**src/rtl/ddsm_pkg.sv**
```systemverilog
// shared types and constants of the dual dds sine mixer
// used by ddsm_ctrl, ddsm_datapath and dual_dds_sine_mixer_unit; no dependencies
`default_nettype none

package ddsm_pkg;

  localparam int TABLE_DEPTH_DEF         = 64;
  localparam int PHASE_FRACTION_BITS_DEF = 16;
  localparam int PHASE_W                 = 32;

  localparam real TWO_PI = 6.283185307179586;

  // cycle of the run count at which the resonator result leaves the pipeline
  localparam logic [3:0] RUN_LAST = 4'd8;
  localparam logic [3:0] RUN_RES  = 4'd1;

  typedef enum logic [1:0] {
    ST_IDLE,
    ST_RUN,
    ST_WRITE
  } state_t;

  typedef struct packed {
    logic load;
    logic issue_res;
    logic mix_load;
    logic out_load;
  } cmd_t;

endpackage

`default_nettype wire

```
**src/rtl/ddsm_ctrl.sv**
```systemverilog
// controller of the dual dds sine mixer: input and output handshakes, run sequencing
// depends on ddsm_pkg
`default_nettype none

module ddsm_ctrl (
  input  wire logic          clk,
  input  wire logic          rst,
  input  wire logic          in_valid,
  output logic               in_stall,
  output logic               out_valid,
  input  wire logic          out_stall,
  output ddsm_pkg::cmd_t     cmd
);

  ddsm_pkg::state_t state, state_next;
  logic [3:0] cnt, cnt_next;

  always_ff @(posedge clk) begin
    if (rst) begin
      state     <= ddsm_pkg::ST_IDLE;
      cnt       <= '0;
      out_valid <= 1'b0;
    end else begin
      state <= state_next;
      cnt   <= cnt_next;
      if (cmd.out_load) begin
        out_valid <= 1'b1;
      end else if (out_valid && !out_stall) begin
        out_valid <= 1'b0;
      end
    end
  end

  always_comb begin
    state_next = state;
    cnt_next   = cnt;
    cmd        = '0;
    in_stall   = 1'b1;
    case (state)
      ddsm_pkg::ST_IDLE: begin
        in_stall = 1'b0;
        if (in_valid) begin
          cmd.load   = 1'b1;
          cnt_next   = '0;
          state_next = ddsm_pkg::ST_RUN;
        end
      end
      ddsm_pkg::ST_RUN: begin
        cnt_next      = cnt + 4'd1;
        cmd.issue_res = (cnt == ddsm_pkg::RUN_RES);
        if (cnt == ddsm_pkg::RUN_LAST) begin
          cmd.mix_load = 1'b1;
          state_next   = ddsm_pkg::ST_WRITE;
        end
      end
      ddsm_pkg::ST_WRITE: begin
        if (!out_valid || !out_stall) begin
          cmd.out_load = 1'b1;
          state_next   = ddsm_pkg::ST_IDLE;
        end
      end
      default: begin
        state_next = ddsm_pkg::ST_IDLE;
      end
    endcase
  end

endmodule

`default_nettype wire

```
**src/rtl/ddsm_datapath.sv**
```systemverilog
// datapath of the dual dds sine mixer: phase accumulators, index reduction,
// sine table, interpolation, gain, mix and clamp; depends on ddsm_pkg
`default_nettype none

module ddsm_datapath #(
  parameter int TABLE_DEPTH         = ddsm_pkg::TABLE_DEPTH_DEF,
  parameter int PHASE_FRACTION_BITS = ddsm_pkg::PHASE_FRACTION_BITS_DEF
) (
  input  wire logic           clk,
  input  wire logic           rst,
  input  wire ddsm_pkg::cmd_t cmd,
  input  wire logic [31:0]    main_step,
  input  wire logic [31:0]    res_step,
  input  wire logic [7:0]     level8,
  input  wire logic [15:0]    level_mul16,
  input  wire logic [15:0]    res_amp16,
  input  wire logic           decay_active,
  output logic [7:0]          dac_sample
);

  localparam int PhaseW = ddsm_pkg::PHASE_W;
  localparam int FracW  = PHASE_FRACTION_BITS;
  localparam int RawW   = PhaseW - FracW;
  localparam int AddrW  = $clog2(TABLE_DEPTH);
  localparam int DprodW = FracW + 10;

  localparam logic [RawW-1:0]  Recip   = RawW'((64'd1 << RawW) / TABLE_DEPTH);
  localparam logic [RawW-1:0]  Depth   = RawW'(TABLE_DEPTH);
  localparam logic [AddrW:0]   DepthA  = (AddrW+1)'(TABLE_DEPTH);
  localparam logic [AddrW-1:0] LastIdx = AddrW'(TABLE_DEPTH - 1);

  // sine table, entry i = round(128 + 127*sin(2*pi*i/depth)), halves away from zero
  logic [7:0] rom_tbl [TABLE_DEPTH];

  for (genvar gi = 0; gi < TABLE_DEPTH; gi++) begin : g_rom
    localparam real Ang    = ddsm_pkg::TWO_PI * gi / TABLE_DEPTH;
    localparam real Val    = 128.0 + 127.0 * $sin(Ang);
    localparam int  Twelve = 12 * gi;
    localparam int  TwRem  = Twelve % TABLE_DEPTH;
    localparam int  TwQuo  = Twelve / TABLE_DEPTH;
    localparam int  Entry  =
      ((TwRem == 0) && ((TwQuo == 1) || (TwQuo == 5))) ? 192 :
      ((TwRem == 0) && ((TwQuo == 7) || (TwQuo == 11))) ? 65 : $rtoi(Val + 0.5);
    assign rom_tbl[gi] = 8'(Entry);
  end

  logic [31:0] main_phase, res_phase;
  logic        decay_q;
  logic [7:0]  gain_main, gain_res;

  logic [23:0] lvl_mul, amp_mul;

  assign lvl_mul = level8 * level_mul16;
  assign amp_mul = res_amp16 * 8'd255;

  always_ff @(posedge clk) begin
    if (rst) begin
      main_phase <= '0;
      res_phase  <= '0;
    end else if (cmd.load) begin
      main_phase <= main_phase + main_step;
      if (decay_active) begin
        res_phase <= res_phase + res_step;
      end
    end
  end

  always_ff @(posedge clk) begin
    if (cmd.load) begin
      decay_q   <= decay_active;
      gain_main <= decay_active ? lvl_mul[23:16] : level8;
      gain_res  <= amp_mul[23:16];
    end
  end

  // stage 1: phase select, reciprocal multiply
  logic [PhaseW-1:0] phase_sel;
  logic [RawW-1:0]   raw_s1;
  logic [FracW-1:0]  frac_s1;
  logic [2*RawW-1:0] prod_s1;
  logic              tag_s1;

  assign phase_sel = cmd.issue_res ? res_phase : main_phase;

  always_ff @(posedge clk) begin
    raw_s1  <= phase_sel[PhaseW-1:FracW];
    frac_s1 <= phase_sel[FracW-1:0];
    prod_s1 <= phase_sel[PhaseW-1:FracW] * Recip;
    tag_s1  <= cmd.issue_res;
  end

  // stage 2: quotient times depth
  logic [RawW-1:0]   quot;
  logic [2*RawW-1:0] qd_full;
  logic [RawW-1:0]   raw_s2, qd_s2;
  logic [FracW-1:0]  frac_s2;
  logic              tag_s2;

  assign quot    = prod_s1[2*RawW-1:RawW];
  assign qd_full = quot * Depth;

  always_ff @(posedge clk) begin
    raw_s2  <= raw_s1;
    qd_s2   <= qd_full[RawW-1:0];
    frac_s2 <= frac_s1;
    tag_s2  <= tag_s1;
  end

  // stage 3: remainder with one correction, next index
  logic [RawW-1:0]       rem;
  logic [RawW+AddrW:0]   rem_x;
  logic [AddrW:0]        rem_a, rem_c;
  logic [AddrW-1:0]      idx_c, nxt_c;
  logic [AddrW-1:0]      idx_s3, nxt_s3;
  logic [FracW-1:0]      frac_s3;
  logic                  tag_s3;

  assign rem   = raw_s2 - qd_s2;
  assign rem_x = {{(AddrW+1){1'b0}}, rem};
  assign rem_a = rem_x[AddrW:0];
  assign rem_c = (rem_a >= DepthA) ? (rem_a - DepthA) : rem_a;
  assign idx_c = rem_c[AddrW-1:0];
  assign nxt_c = (idx_c == LastIdx) ? '0 : (idx_c + AddrW'(1));

  always_ff @(posedge clk) begin
    idx_s3  <= idx_c;
    nxt_s3  <= nxt_c;
    frac_s3 <= frac_s2;
    tag_s3  <= tag_s2;
  end

  // stage 4: table read
  logic [7:0]       rom_a_s4, rom_b_s4;
  logic [FracW-1:0] frac_s4;
  logic             tag_s4;

  always_ff @(posedge clk) begin
    rom_a_s4 <= rom_tbl[idx_s3];
    rom_b_s4 <= rom_tbl[nxt_s3];
    frac_s4  <= frac_s3;
    tag_s4   <= tag_s3;
  end

  // stage 5: slope times fraction
  logic signed [8:0]        diff;
  logic signed [DprodW-1:0] dprod_s5;
  logic [7:0]               a_s5;
  logic                     tag_s5;

  assign diff = $signed({1'b0, rom_b_s4}) - $signed({1'b0, rom_a_s4});

  always_ff @(posedge clk) begin
    dprod_s5 <= diff * $signed({1'b0, frac_s4});
    a_s5     <= rom_a_s4;
    tag_s5   <= tag_s4;
  end

  // stage 6: interpolated and centered sample
  logic signed [DprodW-1:0] delta_w;
  logic signed [9:0]        cent_w;
  logic signed [8:0]        cent_s6;
  logic                     tag_s6;

  assign delta_w = dprod_s5 >>> FracW;
  assign cent_w  = $signed({2'b00, a_s5}) + $signed(delta_w[9:0]) - 10'sd128;

  always_ff @(posedge clk) begin
    cent_s6 <= cent_w[8:0];
    tag_s6  <= tag_s5;
  end

  // stage 7: gain, floor shift by 8
  logic [7:0]         gain_sel;
  logic signed [17:0] sprod;
  logic signed [9:0]  scaled_s7, scaled_prev;

  assign gain_sel = tag_s6 ? gain_res : gain_main;
  assign sprod    = cent_s6 * $signed({1'b0, gain_sel});

  always_ff @(posedge clk) begin
    scaled_s7   <= sprod[17:8];
    scaled_prev <= scaled_s7;
  end

  // mix, re-bias and clamp
  logic signed [10:0] mix_q;
  logic signed [11:0] biased;

  assign biased = $signed({mix_q[10], mix_q}) + 12'sd128;

  always_ff @(posedge clk) begin
    if (cmd.mix_load) begin
      mix_q <= decay_q ? ($signed({scaled_prev[9], scaled_prev}) +
                          $signed({scaled_s7[9], scaled_s7}))
                       : $signed({scaled_prev[9], scaled_prev});
    end
    if (cmd.out_load) begin
      if (biased < 12'sd0) begin
        dac_sample <= 8'd0;
      end else if (biased > 12'sd255) begin
        dac_sample <= 8'd255;
      end else begin
        dac_sample <= biased[7:0];
      end
    end
  end

endmodule

`default_nettype wire

```
**src/rtl/dual_dds_sine_mixer_unit.sv**
```systemverilog
// one tick at a time: in_stall is high from the accepting edge until the sequencer is back in idle;
// the seven-stage interpolation pipeline takes the main phase and, in the cycle after, the resonator
// phase; then come the mix and the write state, which waits while out_valid is held by out_stall
// reset: rst (synchronous) clears both phase accumulators, the sequencer and out_valid
// top level of the dual dds sine mixer; depends on ddsm_pkg, ddsm_ctrl, ddsm_datapath
`default_nettype none

module dual_dds_sine_mixer_unit #(
  parameter int TABLE_DEPTH         = ddsm_pkg::TABLE_DEPTH_DEF,
  parameter int PHASE_FRACTION_BITS = ddsm_pkg::PHASE_FRACTION_BITS_DEF
) (
  input  wire logic        clk,
  input  wire logic        rst,
  input  wire logic        in_valid,
  output logic             in_stall,
  input  wire logic [31:0] main_step,
  input  wire logic [31:0] res_step,
  input  wire logic [7:0]  level8,
  input  wire logic [15:0] level_mul16,
  input  wire logic [15:0] res_amp16,
  input  wire logic        decay_active,
  output logic             out_valid,
  input  wire logic        out_stall,
  output logic [7:0]       dac_sample
);

  ddsm_pkg::cmd_t cmd;

  ddsm_ctrl u_ctrl (
    .clk       (clk),
    .rst       (rst),
    .in_valid  (in_valid),
    .in_stall  (in_stall),
    .out_valid (out_valid),
    .out_stall (out_stall),
    .cmd       (cmd)
  );

  ddsm_datapath #(
    .TABLE_DEPTH         (TABLE_DEPTH),
    .PHASE_FRACTION_BITS (PHASE_FRACTION_BITS)
  ) u_datapath (
    .clk          (clk),
    .rst          (rst),
    .cmd          (cmd),
    .main_step    (main_step),
    .res_step     (res_step),
    .level8       (level8),
    .level_mul16  (level_mul16),
    .res_amp16    (res_amp16),
    .decay_active (decay_active),
    .dac_sample   (dac_sample)
  );

endmodule

`default_nettype wire

```
**config.mk**
```make
export PLATFORM = sky130hd
export DESIGN_NAME = dual_dds_sine_mixer_unit
export DESIGN_NICKNAME = d
export VERILOG_FILES = /design/src/rtl/ddsm_pkg.sv /design/src/rtl/ddsm_ctrl.sv /design/src/rtl/ddsm_datapath.sv /design/src/rtl/dual_dds_sine_mixer_unit.sv
export SDC_FILE = /design/constraint.sdc
export NUM_CORES = 1
export LEC_CHECK = 0
export BUFFER_PORTS_ARGS = -buffer_cell sky130_fd_sc_hd__buf_2
export CORE_UTILIZATION = 45
export DETAILED_ROUTE_END_ITERATION = 8
export SLEW_MARGIN = 0
export SYNTH_ARGS = -nofsm -noshare
export SYNTH_HDL_FRONTEND = slang
export SYNTH_SLANG_ARGS = --single-unit
```
**constraint.sdc**
```tcl
create_clock -name clk -period 15.6 [get_ports clk]
set_input_delay 3.9 -clock clk [delete_from_list [all_inputs] [get_ports clk]]
set_output_delay 3.9 -clock clk [all_outputs]
set_load 0.05 [all_outputs]
```
## Word-level counts from Yosys, hierarchy flattened

Memory sizes are Yosys's and may differ from the RTL's. A register that Yosys moved wholly into a read port is not among the register bits.
Cells that the tools add are included.

- Flip-flop bits (word level): 266
- Bits in read-only memories: 1024
- Input bits: 109
- Output and inout port bits: 10
- Logic and storage cells: 91
- Memories: 2

- Add/subtract/negate cells: 11
- Multipliers: 4
- $lt $le $gt $ge: 3
- Equality and inequality tests: 8
- Muxes and demuxes: 21
- Bitwise logic cells: 2
- Reductions and logical operators: 10

Memory list:

| name | words | bits a word | read ports | clocked after Yosys merged registers in | wr ports | line | source |
|---|---|---|---|---|---|---|---|
| (no name shown) | 64 | 8 | 1 | 1 | 0 | ddsm_datapath.sv:138 | `rom_a_s4 <= rom_tbl[idx_s3];` |
| (no name shown) | 64 | 8 | 1 | 1 | 0 | ddsm_datapath.sv:139 | `rom_b_s4 <= rom_tbl[nxt_s3];` |

Operators by type and width:

| operator | count |
|---|---|
| adder 32 bit | 2 |
| multiplier 9 x 17 -> 25 bit | 1 |
| multiplier 16 x 8 -> 24 bit (second input constant) | 1 |
| multiplier 8 x 16 -> 24 bit | 1 |
| two-way mux 8 bit | 3 |
| two-way mux 23 bit | 1 |
| multiplier 9 x 9 -> 18 bit | 1 |
| inverter 6 -> 7 bit | 2 |
| adder 11 x 9 -> 12 bit (second input constant) | 1 |
| > comparator 12 x 9 -> 1 bit (second input constant) | 1 |
| less-than comparator 12 x 1 -> 1 bit (second input constant) | 1 |
| adder 10 x 10 -> 11 bit | 1 |
| two-way mux 11 bit | 1 |
| adder 9 bit | 1 |
| subtractor 8 x 8 -> 9 bit | 1 |
| subtractor 9 bit (second input constant) | 1 |
| two-way mux 1 bit | 8 |
| two-way mux 2 bit | 4 |
| one-hot mux 4 bit (2 select lines) | 1 |
| >= comparator 7 bit (second input constant) | 1 |
| subtractor 7 bit | 1 |
| adder 6 x 1 -> 6 bit (second input constant) | 1 |
| == test 6 bit (second input constant) | 1 |
| two-way mux 6 bit | 1 |
| 17 further kinds | 21 |

## Depth between registers and ports, before layout

- Word-level depth: 5
- Mapped depth: 30
- Gate-level depth less buffers: 30

## Modules after synthesis

Synthesis repeated with hierarchy kept, for this count alone.

- Cell total of the unflattened synthesis: 2581
- Area total of the unflattened synthesis: 24384.6 µm²

By module, submodules not included:

| module | times used | cells each | area each (µm²) | seq. area each (µm²) |
|---|---|---|---|---|
| ddsm_datapath | 1 | 2538 | 24019.3 | 5084.9 |
| ddsm_ctrl | 1 | 43 | 365.4 | 140.1 |

## Least setup slack after synthesis

No wires, ideal clock.

- Kind: input to register
- Start point: input level8[7]
- End point: register u_datapath.gain_main[6], data pin
- Library setup time: 0.260 ns
- Arrival time: 8.310 ns
- Data required time: 15.340 ns
- Setup slack: 7.030 ns
- Cell stages on the path: 17
- Path buffers: 2
- Cells stage by stage: clkbuf_1 clkbuf_1 nand2_1 fa_1 inv_1 fa_1 fa_1 fa_1 ha_1 a21o_1 a211o_1 a21oi_1 a21oi_1 nor2_1 o21ai_0 xor2_1 mux2_2

- Cells in the longest elaborated chain, start to end: 2

RTL lines:

| item | line | source |
|---|---|---|
| from (decl) | dual_dds_sine_mixer_unit.sv:18 | `input wire logic [7:0] level8,` |
| multiplier 8 x 16 -> 24 bit | ddsm_datapath.sv:53 | `assign lvl_mul = level8 * level_mul16;` |
| two-way mux 8 bit | ddsm_datapath.sv:71 | `gain_main <= decay_active ? lvl_mul[23:16] : level8;` |
| to (signal assigned) | ddsm_datapath.sv:71 |  |
| to (decl) | ddsm_datapath.sv:49 | `logic [7:0] gain_main, gain_res;` |

No other way between the ends.
A chain may end at the register's enable or synchronous reset.

## Final worst setup path

Same ends and word-level chain as after synthesis.

==> run metrics <==
status=finished clean; first-pass GRT wire length=85.91 mm; share of cells above drive strength 1=8.546%; Vias per Instance=about 5.2; fin crit share=53.27%; global route total overflow=0; CTS tree=yes; remaining design rule violation count=0; P&R area growth vs syn=8.544%; crit-path cells=buf_2 -> nand2_1 -> fa_1 -> fa_1 -> inv_1 -> fa_1 -> fa_1 -> ha_1 -> nor4_1 -> o211ai_1 -> o211a_1 -> o21ai_0 -> a21oi_1 -> nor2_1 -> o21ai_0 -> xor2_1 -> mux2_2; sequential area share after synthesis=between 20% and 30%; post-synth cell types=between 70 and 80; clk sinks=about 240; GPL Wtd Cong=a little over 0.8; # rows=84; WP data arrival=about 8.6 ns; htree depth=1; max-slew violations=0; endpoint class of the critical path=flop; number of flops mapped to enable cells by yosys=36; Worst Hold Class=reg -> reg; fillers=a little under 5,000; crit path max fanout=17; Async S/R FF share, synth=0%; Port-buffer cells=98; total global-route track usage=between 10% and 20%; # setup viols final=0; area of the multi-input gates=~17,000 µm²; Worst-Skew Late Latency=between 0.5 and 0.6 ns; Initial Utilization=45.67%; TritonCTS buffer count=26; cts-stage hold buffer count=0; die height=about 230 µm; DRT antenna net count=0; vias in the first global route=between 15,000 and 20,000; initial antenna violation count=1; hold path start=u_datapath.frac_s2[1]; final net count=between 3,000 and 4,000; commonest non-fill, non-tap cell in the layout=inv_1; RSZ-0062 raised after global routing=no; largest net degree at the start of global routing=between 50 and 60; syn_area_per_cell=9.497 µm²; DP HPWL=roughly 40 mm; drt pass-1 iters=6; Synth area leaders=fa_1, dfxtp_1, ha_1; CTS clk-pin slew, worst paths=0.06 ns; CP startpoint kind=input port; routed len/inst=15.29 µm; most used cell, CP=fa_1; Setup TNS=0 ns; root buffer cell=clkbuf_16; number of buffers and inverters on the critical path=2; delay of the slowest critical-path stage=approximately 0.56 ns; Critical Path RT=15.90 ns; slew margin rel.=23.09%; WL final=about 50 mm; CP delay by family, top=adder cells; final count of hold timing violations=0; fmax=about 120 MHz; Yosys reg bits=between 200 and 250; Syn Nets=between 3,000 and 4,000; Max Cap Violations=0; Synth top area share=between 20% and 30%; Synth Flop Type=dfxtp_1; minimum clock period after layout=between 8 and 9 ns; Hold Path Sink=u_datapath.frac_s3[1]; Critical Path Slowest Stage Cell=fa_1; total number of vias=approximately 17,000; maximum root-to-sink buffer count=3; Mapped Area=between 20,000 and 25,000 µm²; I/O Pins=approximately 120; Worst-Margin Slew=1.154 ns; CP Class=in -> reg; die width=233.2 µm; FF/Latch Area=between 5000 and 6000 µm²; most frequent cells in the layout=inv_1, fa_1, ha_1, nand2_1, dfxtp_1; yosys warns=0; Gates resized, CTS repair=0; Worst Reg-to-Reg Cells=30; r2r startpoint=u_datapath.rom_a_s4[1]; postcts setup bufs=0; DRT iter0 DRCs=~900; worst r2r dst=u_datapath.dprod_s5[24]; Mapped Cells=about 2,500; Synth area leader=fa_1; Setup Skew=0.02894 ns; core box area=approximately 53,000 µm²; hold path depth=0; flop2flop setup slack=~8.4 ns; die area=between 50,000 and 60,000 µm²
cell families (layout without fill, tap and decap cells):
| kind of cell | Yosys count | in the layout | share of synthesized area (%) |
|---|---|---|---|
| buffers and inverters | 460 | 549 | 7.227 |
| AOI/OAI and AO/OA | 404 | 404 | 10.82 |
| other | 0 | 1 | 0 |
| and+or+nand+nor | 705 | 705 | 14.49 |
| adders and majority gates | 582 | 582 | 40.09 |
| muxes | 48 | 48 | 2.373 |
| DFF | 243 | 243 | 21.73 |
| xor gates and xnor gates | 90 | 90 | 3.278 |
routing by layer:
| layer | vias to the layer above | share of wire (%) | GRT usage (%) |
|---|---|---|---|
| met5 | - | 0 | 0 |
| met4 | 0 | 3.0 | 5.882 |
| met3 | 72 | 3.2 | 1.770 |
| met2 | 291 | 47 | 32.19 |
| met1 | 8514 | 47 | 26.58 |
| li1 | 8345 | - | - |
synthesized netlist by cell type (all sizes together), types with 5 or more instances:
master,instances
mux2i,9
nand2,251
and3,9
a21oi,137
o21bai,9
nor3,24
or3,11
nand4b,5
nand2b,47
o22ai,6
clkbuf,62
o211ai,13
a211oi,18
mux2,36
nand3,28
xor2,26
and2,130
nor2b,52
nor4,6
a22oi,5
o31a,5
o21a,28
buf,9
or2,6
nand4,8
fa,314
a31oi,7
a21o,44
o21ai,80
inv,389
o31ai,8
ha,268
nor2,115
xnor2,64
edfxtp,36
dfxtp,207
final cells by class:
| class | instances | area share (%) |
|---|---|---|
| multi-input combinational | 1829 | 65.48 |
| clock inverter | 15 | 0.5992 |
| clock buffer | 32 | 2.694 |
| tap | 688 | 3.298 |
| antenna | 1 | 0.009587 |
| sequential | 243 | 20.02 |
| timing repair buffer | 113 | 2.311 |
| inverter | 389 | 5.594 |
worst max-delay path by stage:
stage / endpoint / cells past startpoint / startpoint / slack [ns]
3_5_place_dp: u_datapath.gain_main[6] / 17 / level8[7] / 6.67
5_1_grt: u_datapath.gain_main[6] / 17 / level8[7] / 6.90
6_report: u_datapath.gain_main[6] / 17 / level8[7] / 7.29
3_3_place_gp: u_datapath.gain_main[6] / 17 / level8[7] / 6.75
2_1_floorplan: u_datapath.gain_main[6] / 17 / level8[7] / 7.03
4_1_cts: u_datapath.gain_main[6] / 17 / level8[7] / 7.23
flip-flops by register name, summed over array words and instances, names as in the netlist, 9 cells and up:
| name | flops |
|---|---|
| u_datapath.frac_s3 | 16 |
| u_datapath.frac_s4 | 16 |
| u_datapath.frac_s2 | 16 |
| u_datapath.scaled_s7 | 10 |
| u_datapath.mix_q | 11 |
| u_datapath.frac_s1 | 16 |
| u_datapath.main_phase | 22 |
| u_datapath.res_phase | 22 |
| u_datapath.cent_s6 | 9 |
| u_datapath.dprod_s5 | 9 |
| u_datapath.scaled_prev | 10 |
per-stage QoR:
step                      utilization [%]  worst slack, ns  hold slack [ns]  cells  cell area (µm²)
after detailed placement            47.93            6.667           0.3121   3262            25240
final                               49.57            7.290           0.3178   3310            26100
after global routing                49.57            6.901           0.3223   3310            26100
after floorplan                         -            7.030           0.3096   2532            24050
after global placement              47.93            6.746           0.3103   3262            25240
after CTS                           49.57            7.234           0.3227   3309            26100
Power is not shown: default switching activity piles up to over one toggle a cycle in this logic, so the estimate is an artifact.
